`src/rtl/hsc_pkg.sv`:
```
// Shared types, constants and column table for the Hamming SEC codec.
package hsc_pkg;

    localparam int DATA_BITS   = 11;
    localparam int PARITY_BITS = 4;
    localparam int CODE_BITS   = DATA_BITS + PARITY_BITS;

    typedef enum logic
    {
        KIND_ENCODE = 1'b0,
        KIND_DECODE = 1'b1
    } kind_t;

    typedef logic [DATA_BITS-1:0]   data_t;
    typedef logic [CODE_BITS-1:0]   code_t;
    typedef logic [PARITY_BITS-1:0] syn_t;

    typedef logic [CODE_BITS-1:0][PARITY_BITS-1:0] column_table_t;

    // Input word as held in the input register
    typedef struct packed
    {
        kind_t kind;
        data_t data_in;
        code_t code_in;
    } cmd_word_t;

    // Result word as produced by the datapath
    typedef struct packed
    {
        code_t code_out;
        data_t data_out;
        syn_t  syndrome;
        logic  corrected;
        logic  uncorrectable;
    } res_word_t;

    // Column value of every codeword position. Data columns skip powers of two
    // and are handed out from the top data bit down; check bit j sits at
    // 2^(PARITY_BITS-1-j).
    function automatic column_table_t build_columns();
        column_table_t tbl;
        int            v;
        int            i;
        int            j;
        tbl = '0;
        v   = 3;
        for (i = DATA_BITS - 1; i >= 0; i--)
        begin
            if ((v & (v - 1)) == 0)
            begin
                v++;
            end
            tbl[i] = PARITY_BITS'(v);
            v++;
        end
        for (j = 0; j < PARITY_BITS; j++)
        begin
            tbl[DATA_BITS + j] = PARITY_BITS'(1 << (PARITY_BITS - 1 - j));
        end
        return tbl;
    endfunction

    localparam column_table_t COLUMNS = build_columns();

endpackage

```
`src/rtl/hsc_cmd_if.sv`:
```
// Command channel interface: operation kind plus data or codeword.
interface hsc_cmd_if;
    logic              valid;
    logic              ready;
    hsc_pkg::kind_t    kind;
    hsc_pkg::data_t    data_in;
    hsc_pkg::code_t    code_in;

    modport source
    (
        output valid, kind, data_in, code_in,
        input  ready
    );

    modport sink
    (
        input  valid, kind, data_in, code_in,
        output ready
    );
endinterface

```
`src/rtl/hsc_res_if.sv`:
```
// Result channel interface: codeword, data, syndrome and status flags.
interface hsc_res_if;
    logic              valid;
    logic              ready;
    hsc_pkg::code_t    code_out;
    hsc_pkg::data_t    data_out;
    hsc_pkg::syn_t     syndrome;
    logic              corrected;
    logic              uncorrectable;

    modport source
    (
        output valid, code_out, data_out, syndrome, corrected, uncorrectable,
        input  ready
    );

    modport sink
    (
        input  valid, code_out, data_out, syndrome, corrected, uncorrectable,
        output ready
    );
endinterface

```
`src/rtl/hsc_datapath.sv`:
```
// Combinational encode / syndrome / single-bit correction datapath.
module hsc_datapath
(
    input  hsc_pkg::cmd_word_t cmd_word,
    output hsc_pkg::res_word_t res_word
);

    hsc_pkg::code_t word;
    hsc_pkg::syn_t  syn;
    hsc_pkg::code_t hit;
    hsc_pkg::code_t enc_code;
    hsc_pkg::code_t fixed_code;
    logic           is_decode;
    logic           found;

    assign is_decode = (cmd_word.kind == hsc_pkg::KIND_DECODE);

    // Encode takes the data with zero check bits; its syndrome is the check value
    assign word = is_decode ? cmd_word.code_in
                            : {{hsc_pkg::PARITY_BITS{1'b0}}, cmd_word.data_in};

    always_comb
    begin
        syn = '0;
        for (int k = 0; k < hsc_pkg::CODE_BITS; k++)
        begin
            if (word[k])
            begin
                syn = syn ^ hsc_pkg::COLUMNS[k];
            end
        end
    end

    // Columns are distinct and nonzero, so at most one position matches
    always_comb
    begin
        hit = '0;
        for (int k = 0; k < hsc_pkg::CODE_BITS; k++)
        begin
            hit[k] = (syn == hsc_pkg::COLUMNS[k]);
        end
    end

    always_comb
    begin
        enc_code = {{hsc_pkg::PARITY_BITS{1'b0}}, cmd_word.data_in};
        for (int j = 0; j < hsc_pkg::PARITY_BITS; j++)
        begin
            enc_code[hsc_pkg::DATA_BITS + j] = syn[hsc_pkg::PARITY_BITS - 1 - j];
        end
    end

    assign found      = |hit;
    assign fixed_code = cmd_word.code_in ^ hit;

    always_comb
    begin
        if (is_decode)
        begin
            res_word.code_out      = fixed_code;
            res_word.data_out      = fixed_code[hsc_pkg::DATA_BITS-1:0];
            res_word.syndrome      = syn;
            res_word.corrected     = found;
            res_word.uncorrectable = (syn != '0) && !found;
        end
        else
        begin
            res_word.code_out      = enc_code;
            res_word.data_out      = cmd_word.data_in;
            res_word.syndrome      = '0;
            res_word.corrected     = 1'b0;
            res_word.uncorrectable = 1'b0;
        end
    end

endmodule

```
`src/rtl/hamming_sec_codec_unit.sv`:
```
// Top level of the Hamming SEC codec: input register, datapath, result register.
// An accepted word is held in the input register, passes through the datapath and
// is offered on res from the result register. Throughput: one word per cycle while
// res is ready; one XOR/compare pass sits between the input and result registers.
// Backpressure on res stalls the pipe; the input register still takes a word
// when it is empty or moving forward. Reset (rst_n low, async) clears both valids.
module hamming_sec_codec_unit
(
    input  logic             clk,
    input  logic             rst_n,
    hsc_cmd_if.sink          cmd,
    hsc_res_if.source        res
);

    // Input stage
    logic                  in_valid_reg;
    logic                  in_valid_next;
    hsc_pkg::cmd_word_t    in_word_reg;

    // Result stage
    logic                  out_valid_reg;
    logic                  out_valid_next;
    hsc_pkg::res_word_t    out_word_reg;
    hsc_pkg::res_word_t    dp_word;

    logic                  cmd_fire;
    logic                  out_load;
    logic                  in_advance;

    // Result register can load when empty or being drained this cycle
    assign out_load   = !out_valid_reg || res.ready;
    assign in_advance = in_valid_reg && out_load;
    assign cmd.ready  = !in_valid_reg || out_load;
    assign cmd_fire   = cmd.valid && cmd.ready;

    always_comb
    begin
        in_valid_next = in_valid_reg;
        if (cmd_fire)
        begin
            in_valid_next = 1'b1;
        end
        else if (in_advance)
        begin
            in_valid_next = 1'b0;
        end
    end

    always_comb
    begin
        out_valid_next = out_valid_reg;
        if (in_advance)
        begin
            out_valid_next = 1'b1;
        end
        else if (res.ready)
        begin
            out_valid_next = 1'b0;
        end
    end

    always_ff @(posedge clk or negedge rst_n)
    begin
        if (!rst_n)
        begin
            in_valid_reg  <= 1'b0;
            out_valid_reg <= 1'b0;
        end
        else
        begin
            in_valid_reg  <= in_valid_next;
            out_valid_reg <= out_valid_next;
        end
    end

    // Capture the incoming word
    always_ff @(posedge clk)
    begin
        if (cmd_fire)
        begin
            in_word_reg.kind    <= cmd.kind;
            in_word_reg.data_in <= cmd.data_in;
            in_word_reg.code_in <= cmd.code_in;
        end
    end

    hsc_datapath u_datapath
    (
        .cmd_word (in_word_reg),
        .res_word (dp_word)
    );

    // Advance the finished word into the result register
    always_ff @(posedge clk)
    begin
        if (in_advance)
        begin
            out_word_reg <= dp_word;
        end
    end

    assign res.valid         = out_valid_reg;
    assign res.code_out      = out_word_reg.code_out;
    assign res.data_out      = out_word_reg.data_out;
    assign res.syndrome      = out_word_reg.syndrome;
    assign res.corrected     = out_word_reg.corrected;
    assign res.uncorrectable = out_word_reg.uncorrectable;

`ifndef SYNTHESIS
    // Correction and failure are exclusive
    a_flags_exclusive : assert property (@(posedge clk) disable iff (!rst_n)
        out_valid_reg |-> !(out_word_reg.corrected && out_word_reg.uncorrectable))
        else $error("corrected and uncorrectable both set");

    // A flip only happens on a nonzero syndrome
    a_corrected_syn : assert property (@(posedge clk) disable iff (!rst_n)
        (out_valid_reg && out_word_reg.corrected) |-> (out_word_reg.syndrome != '0))
        else $error("corrected with zero syndrome");

    // Data field always mirrors the low codeword bits
    a_data_matches_code : assert property (@(posedge clk) disable iff (!rst_n)
        out_valid_reg |->
            (out_word_reg.data_out == out_word_reg.code_out[hsc_pkg::DATA_BITS-1:0]))
        else $error("data_out differs from code_out data bits");

    // A word leaving the input stage must land in the result register
    a_advance_lands : assert property (@(posedge clk) disable iff (!rst_n)
        in_advance |=> out_valid_reg)
        else $error("advanced word lost");

    // Input stage never overwritten while holding a stalled word
    a_no_overwrite : assert property (@(posedge clk) disable iff (!rst_n)
        (in_valid_reg && !out_load) |-> !cmd_fire)
        else $error("input register overwritten while stalled");
`endif

endmodule

```
`src/flat_wrapper.sv`:
```
// flat-port wrapper written by rule: the top's interface ports become plain ports
module hamming_sec_codec_unit_flat 
  (clk, rst_n, cmd_valid, cmd_kind, cmd_data_in, cmd_code_in, cmd_ready, res_valid, res_code_out, res_data_out, res_syndrome, res_corrected, res_uncorrectable, res_ready);
  hsc_cmd_if cmd_i ();
  hsc_res_if res_i ();
  input  logic clk;
  input  logic rst_n;
  input wire logic [$bits(cmd_i.valid)-1:0] cmd_valid;
  input wire logic [$bits(cmd_i.kind)-1:0] cmd_kind;
  input wire logic [$bits(cmd_i.data_in)-1:0] cmd_data_in;
  input wire logic [$bits(cmd_i.code_in)-1:0] cmd_code_in;
  output wire logic [$bits(cmd_i.ready)-1:0] cmd_ready;
  output wire logic [$bits(res_i.valid)-1:0] res_valid;
  output wire logic [$bits(res_i.code_out)-1:0] res_code_out;
  output wire logic [$bits(res_i.data_out)-1:0] res_data_out;
  output wire logic [$bits(res_i.syndrome)-1:0] res_syndrome;
  output wire logic [$bits(res_i.corrected)-1:0] res_corrected;
  output wire logic [$bits(res_i.uncorrectable)-1:0] res_uncorrectable;
  input wire logic [$bits(res_i.ready)-1:0] res_ready;
  assign cmd_i.valid = cmd_valid;
  assign cmd_i.kind = cmd_kind;
  assign cmd_i.data_in = cmd_data_in;
  assign cmd_i.code_in = cmd_code_in;
  assign cmd_ready = cmd_i.ready;
  assign res_valid = res_i.valid;
  assign res_code_out = res_i.code_out;
  assign res_data_out = res_i.data_out;
  assign res_syndrome = res_i.syndrome;
  assign res_corrected = res_i.corrected;
  assign res_uncorrectable = res_i.uncorrectable;
  assign res_i.ready = res_ready;
  hamming_sec_codec_unit u_core (.clk(clk), .rst_n(rst_n), .cmd(cmd_i), .res(res_i));
endmodule
```
`config.mk`:
```
export PLATFORM = sky130hd
export DESIGN_NAME = hamming_sec_codec_unit_flat
export DESIGN_NICKNAME = d
export VERILOG_FILES = /design/src/rtl/hsc_pkg.sv /design/src/rtl/hsc_cmd_if.sv /design/src/rtl/hsc_res_if.sv /design/src/rtl/hsc_datapath.sv /design/src/rtl/hamming_sec_codec_unit.sv /design/src/flat_wrapper.sv
export SDC_FILE = /design/constraint.sdc
export NUM_CORES = 1
export LEC_CHECK = 0
export ABC_CLOCK_PERIOD_IN_PS = 3000
export BUFFER_PORTS_ARGS = -buffer_cell sky130_fd_sc_hd__buf_4
export CAP_MARGIN = 20
export CORE_UTILIZATION = 54
export CTS_CLUSTER_DIAMETER = 100
export DETAILED_ROUTE_END_ITERATION = 10
export GPL_TIMING_DRIVEN = 1
export MAX_ROUTING_LAYER = met4
export PLACE_DENSITY = 0.8
export SYNTH_ARGS = -nofsm -noshare
export SYNTH_HDL_FRONTEND = slang
export SYNTH_SLANG_ARGS = --single-unit
export TNS_END_PERCENT = 5
```
`constraint.sdc`:
```
create_clock -name clk -period 3 [get_ports clk]
set_input_delay 0.3 -clock clk [delete_from_list [all_inputs] [get_ports clk]]
set_output_delay 0.3 -clock clk [all_outputs]
set_load 0.03 [all_outputs]
```
==> results.yml, run 1 <==
clock_network:
  hold_buffers: 1
  htreeDepth: 2
  clk_pin_slew_ps: 90
  clk_latency_ps: 300
  clock_sinks: 50
  cts_resized: 0
  cts_inserted_buffers: 5
  cts_root_buffer: "clkbuf_8"
  cts_setup_buffers: 0
  ctsLongestPathBuffers: 2
  cts_tree: "built"
power_and_ir_drop:
  p_sw_mw: 0.735
  p_sw_share_pct: 32.5
  p_total_mw: 2.26
  ir_drop_uv: 398
  power_frac_seq_pct: 40.1
  combPwrFrac_pct: 35.5
  p_leak_nw: 1.37
  pwr-share-clk_pct: 24.3
  p_per_area_nw_per_um2: 654
  intPower_mw: 1.53
setup_path:
  cp-end-kind: "flip-flop"
  critPathLaunch: "u_core.in_word_reg[26]$_DFFE_PP_"
  cp_max_fo: 36
  arrival_ps: 2970
  reg2reg_from: "u_core.in_word_reg[26]$_DFFE_PP_"
  r2r-end: "u_core.res.data_out[5]$_DFFE_PP_"
  worst_r2r_path_depth: 7
  critPathLaunchType: "flip-flop"
  worstPathRequired_ps: 3140
  reg2reg_setup_slack_ps: 170
  crit_type: "flip-flop to flip-flop"
sta:
  maxSlewHeadroom_pct: 45.8
  report.final.hold_viol_count: 0
  rsz0062_at_grt: "no"
  hold_ws_ps: 169
  fin_crit_sh_pct: 94.2
  tightest_slew_ps: 813
  fin_crit_ps: 2830
  setup_tns_ps: 0
  slew_violations: 0
  setup_violations: 0
  fin_skew_ps: 7.52
  max_freq_ghz: 0.354
route:
  dr.pass1.iters: 5
  via_per_inst: 5.48
  routed_wl_mm: 5.21
  ant_nets: 0
  post_drt_wl_per_cell_um: 15.0
  vias: 1902
  remaining_drc_errors: 0
  drtIter0Drc: 152
placement:
  io_buffers: 64
  hpwl_mm: 3.97
  gp_congestion: 0.877
final_layout:
  drive_gt1_share_pct: 32.1
  finish.utilization_pct: 67.7
  final-seq-area_um2: 1490
  diodes: 0
  final_cell_mix: "67 x buf_4, 48 x edfxtp_1, 17 x xnor2_1"
  nFillCells: 381
  multi_input_area_um2: 1210
  final_nets: 307
  final_common_cell: "buf_4"
  largest_reg_flops: 27
  area_growth_pct: 20.3
floorplanning:
  start_util_pct: 56.2
  die-area_um2: 5610
  rows: 26
  fp.dieH_um: 74.9
  core_area_um2: 5110
  num_io_pins: 65
  fp.dieW_um: 74.9
min_path:
  min_path_type: "input pin to flip-flop"
  hold_end: "u_core.in_word_reg[4]$_DFFE_PP_"
  hold_depth: 1
  worstHoldStart: "cmd_code_in[4]"
global_routing:
  grtUsageMet1_pct: 27.5
  grt_max_degree: 37
  grt_util_met3_pct: 4.15
  grt_busiest_layer: "met2"
  grt_pass1_wl_mm: 8.16
  grt_usage_pct: 21.0
  antenna_found_initial: 0
  first_global_vias: 1704
  grt_use_met2_pct: 33.0
  overflow: 0
logic_synthesis:
  yosys.area.top_type: "edfxtp_1"
  synthCells: 221
  synth-edff-count: 48
  synthAdderAreaFrac_pct: 0
  synthSimpleGateAreaFrac_pct: 10.4
  synthTopCellsByArea: "edfxtp_1 50%, mux2i_1 5.2%, xnor2_1 5.2%"
  synth_top_family_by_area: "XOR/XNOR gates"
  syn_area_um2: 2870
  yosysSeqAreaShare_pct: 51.9
  synth_top_area_share_pct: 50.2
  synth_ff_type: "edfxtp_1"
  async_reset_ff_share_pct: 4.00
  ys_warn_count: 0
  synthMuxAreaShare_pct: 8.06
  synth_compound_area_share_pct: 7.63
  ys_ff_latch: 50
  yosys.area_share.xor_xnor_pct: 15.8
  yosysUniqueCellTypes: 42
  synth_area_per_cell_um2: 13.0
  synth_nets: 252
run_status:
  status: "completed"
run:
  maxCapViolCount: 0
[layout make-up]
| class | count | share of cell area (%) |
|---|---|---|
| well taps | 70 | 2.53 |
| repair buffers | 68 | 14.8 |
| inverters | 4 | 0.579 |
| flip-flops and latches | 50 | 43.2 |
| clock buffers | 5 | 1.99 |
| clock inverters | 3 | 1.99 |
| multi-input cells | 147 | 34.9 |
[through the flow]
stage | setup slack, ps | cells | instance area (um^2)
floorplan | 402 | 221 | 2870
global placement | 307 | 338 | 3310
detailed placement | 274 | 338 | 3310
CTS | 220 | 347 | 3460
global route | 47.9 | 347 | 3460
finish | 174 | 347 | 3460
[kinds of logic after synthesis]
family,after synthesis
AO/OA/AOI/OAI,30
XOR/XNOR,38
buffers and inverters,24
flip-flops,50
multiplexers,19
other,1
AND/OR/NAND/NOR,59
[critical path, stage by stage, from the launching register on]
cell and delay [ps]:
edfxtp_1 450, buf_4 380, mux2i_4 350, xnor2_1 210, mux2i_1 210, or2_1 340
or4_1 520, a31oi_1 190
[metal layers]
metal	share of wire (%)	vias up	routed length, um
met1	44	869	2290
met3	5.7	16	297
met4	2.9	0	150
li1	-	921	-
met2	47	96	2470
met5	0	-	0
[power by group through the flow]
stage	clock network, mW	logic, mW	registers, mW
after detailed placement	0	0.795	0.923
after CTS	0.560	0.803	0.907
after global routing	0.578	0.870	0.917
final	0.550	0.803	0.907
after global placement	0	0.788	0.920
after floorplan	0	0.542	0.993
[Yosys cell counts, drive strengths merged, types with 4 or more instances]
cell,instances
edfxtp,48
xnor2,20
mux2i,19
nor2,16
buf,15
nand2,14
xor2,12
a31oi,8
or4,8
o31ai,6
xnor3,6
and2,4
clkbuf,4
inv,4
o211ai,4
o311ai,4
[how the worst max path moves through the flow]
| stage | end | depth (start not counted) |
|---|---|---|
| after global placement | u_core.res.data_out[8]$_DFFE_PP_ | 7 |
| after detailed placement | u_core.res.data_out[5]$_DFFE_PP_ | 7 |
| final | u_core.res.data_out[5]$_DFFE_PP_ | 7 |
| after global routing | u_core.res.data_out[6]$_DFFE_PP_ | 7 |
| after floorplan | u_core.res.data_out[5]$_DFFE_PP_ | 8 |
| after CTS | u_core.res.data_out[5]$_DFFE_PP_ | 7 |
Note: power is estimated with default switching activity, not from simulation.
==> run 2, diff against run 1 <==
- CAP_MARGIN: 20 -> default
- CORE_ASPECT_RATIO: default -> 1.75
- CORE_MARGIN: default -> 10
==> run 2 against run 1 <==
Effect of this change:
- critical path depth unchanged
- routed wire length increased by 18%
- highest routed layer unchanged
- via count down 0.26%
- largest cell class unchanged
- hold slack lost 12 ps
- register-to-register slack is essentially flat
- fmax hardly changed
- clock power is 24% lower
- critical path type unchanged
- combinational power is 3.0% higher
- sequential share of layout area is 0.54 points higher
- sequential power about the same
- total power decreased by 4.9%
==> results.yml, run 2 (same netlist as run 1, synthesis figures left out) <==
route:
  dr.pass1.iters: 4
  via_per_inst: 5.68
  ant_nets: 0
  drtIter0Drc: 121
  routed_wl_mm: 6.14
  post_drt_wl_per_cell_um: 18.4
  vias: 1897
  remaining_drc_errors: 0
power_and_ir_drop:
  p_leak_nw: 1.36
  p_per_area_nw_per_um2: 630
  ir_drop_uv: 371
setup_path:
  worstPathRequired_ps: 3040
  slowest_stage: "edfxtp_1"
  max_stage_delay_ps: 440
  path_cells: "buf_4, mux2i_4, xnor2_1, mux2i_1, or2_1, o311ai_0, o311ai_1"
  reg2reg_setup_slack_ps: 180
  crit_type: "flip-flop to flip-flop"
  arrival_ps: 2870
  critPathLaunchType: "flip-flop"
  cp-end-kind: "flip-flop"
  cp_max_fo: 36
min_path:
  min_path_type: "input pin to flip-flop"
global_routing:
  grt_usage_pct: 14.7
  antenna_found_initial: 0
  grt_pass1_wl_mm: 9.45
  first_global_vias: 1929
  overflow: 0
  grt_max_degree: 37
sta:
  max_freq_ghz: 0.354
  fin_crit_ps: 2820
  setup_tns_ps: 0
  maxSlewHeadroom_pct: 38.5
  slew_violations: 0
  report.final.hold_viol_count: 0
  fin_skew_ps: 8.78
  setup_violations: 0
  tightest_slew_ps: 922
  rsz0062_at_grt: "no"
  fin_crit_sh_pct: 94.1
floorplanning:
  start_util_pct: 55.1
  die-area_um2: 8750
  num_io_pins: 65
  rows: 35
  fp.dieW_um: 75.1
  fp.dieH_um: 116
  core_area_um2: 5210
placement:
  io_buffers: 64
  hpwl_mm: 4.94
  gp_congestion: 0.908
  dp.cells: 325
final_layout:
  largest_reg_flops: 27
  final_cell_mix: "69 x buf_4, 48 x edfxtp_1, 17 x xnor2_1"
  area_growth_pct: 18.9
  diodes: 0
  drive_gt1_share_pct: 32.6
  final_nets: 309
  final_common_cell: "buf_4"
  fin_cells: 334
  nFillCells: 428
clock_network:
  htreeDepth: 2
  clk_latency_ps: 310
  cts_inserted_buffers: 5
  clock_sinks: 50
  ctsLongestPathBuffers: 2
  cts_tree: "built"
  cts_root_buffer: "clkbuf_8"
  clk_pin_slew_ps: 90
run:
  maxCapViolCount: 0
run_status:
  status: "completed"
-- run 2: cell count changes in the layout (fill, tap and decap cells not counted) --
cell,previous run,this run
buf_4,67,69
bufinv_16,2,0
clkbuf_8,5,6
clkinv_4,1,0
clkinvlp_4,0,1
inv_6,1,2
-- run 2: repair_timing --
| item | 4_1_cts | 5_1_grt |
|---|---|---|
| hold buffers | 1 | 0 |
| endpoints found under the hold margin | 2 | 0 |
| buffers inserted | 0 | 0 |
| setup endpoints to repair | 0 | 0 |
| gates resized for setup | 0 | 0 |
-- run 2: power breakdown --
part / switching (mW) / total, mW / internal [mW]
Combinational: 0.485 / 0.827 / 0.341
Clock: 0.228 / 0.418 / 0.190
Sequential: 0.0466 / 0.906 / 0.860
-- run 2: path summary, 6_finish.rpt --
check                                                 start                          endpoint  cells past startpoint
max                        u_core.in_word_reg[26]$_DFFE_PP_  u_core.res.data_out[4]$_DFFE_PP_                      7
min                                          cmd_code_in[4]   u_core.in_word_reg[4]$_DFFE_PP_                      1
max reg2reg                u_core.in_word_reg[26]$_DFFE_PP_  u_core.res.data_out[4]$_DFFE_PP_                      7
min reg2reg                 u_core.in_valid_reg$_DFFE_PN0P_      u_core.res.valid$_DFFE_PN0P_                      1
max in group asynchronous                             rst_n   u_core.in_valid_reg$_DFFE_PN0P_                      2
min in group asynchronous                             rst_n      u_core.res.valid$_DFFE_PN0P_                      2
-- run 2: final cells by class --
class                      instances  area [um^2]  area share (%)
timing repair buffer              70          528            15.5
tap                               55         68.8            2.02
multi-input combinational        147         1210            35.3
clock inverter                     2         16.3           0.477
inverter                           4         20.0           0.587
sequential                        50         1490            43.7
clock buffer                       6         82.6            2.42
-- run 2: layer usage --
metal  track usage (%)  routed length, um  up-vias
met1              14.2               2210      884
met4              7.87                203        0
met3              3.06                388       16
met5                 -                  0        -
met2              26.1               3340       74
li1                  -                  -      923
-- run 2: metrics by stage --
stage / power [mW] / util [%] / hold WS, ps / area (um^2) / setup slack [ps]
floorplan: 1.54 / - / 4.41 / 2870 / 402
global placement: 1.74 / 63.4 / 83.2 / 3300 / 258
detailed placement: 1.75 / 63.4 / 85.0 / 3300 / 230
CTS: 2.16 / 65.5 / 152 / 3410 / 202
global route: 2.25 / 65.5 / 148 / 3410 / 38.4
finish: 2.15 / 65.5 / 157 / 3410 / 176
-- run 2: critical path, delay by kind of cell (launching register included) --
| family | cells | cell delay [ps] |
|---|---|---|
| flip-flops | 1 | 440 |
| AO/OA/AOI/OAI | 2 | 590 |
| XOR/XNOR | 1 | 210 |
| multiplexers | 2 | 570 |
| AND/OR/NAND/NOR | 1 | 340 |
| buffers and inverters | 1 | 380 |
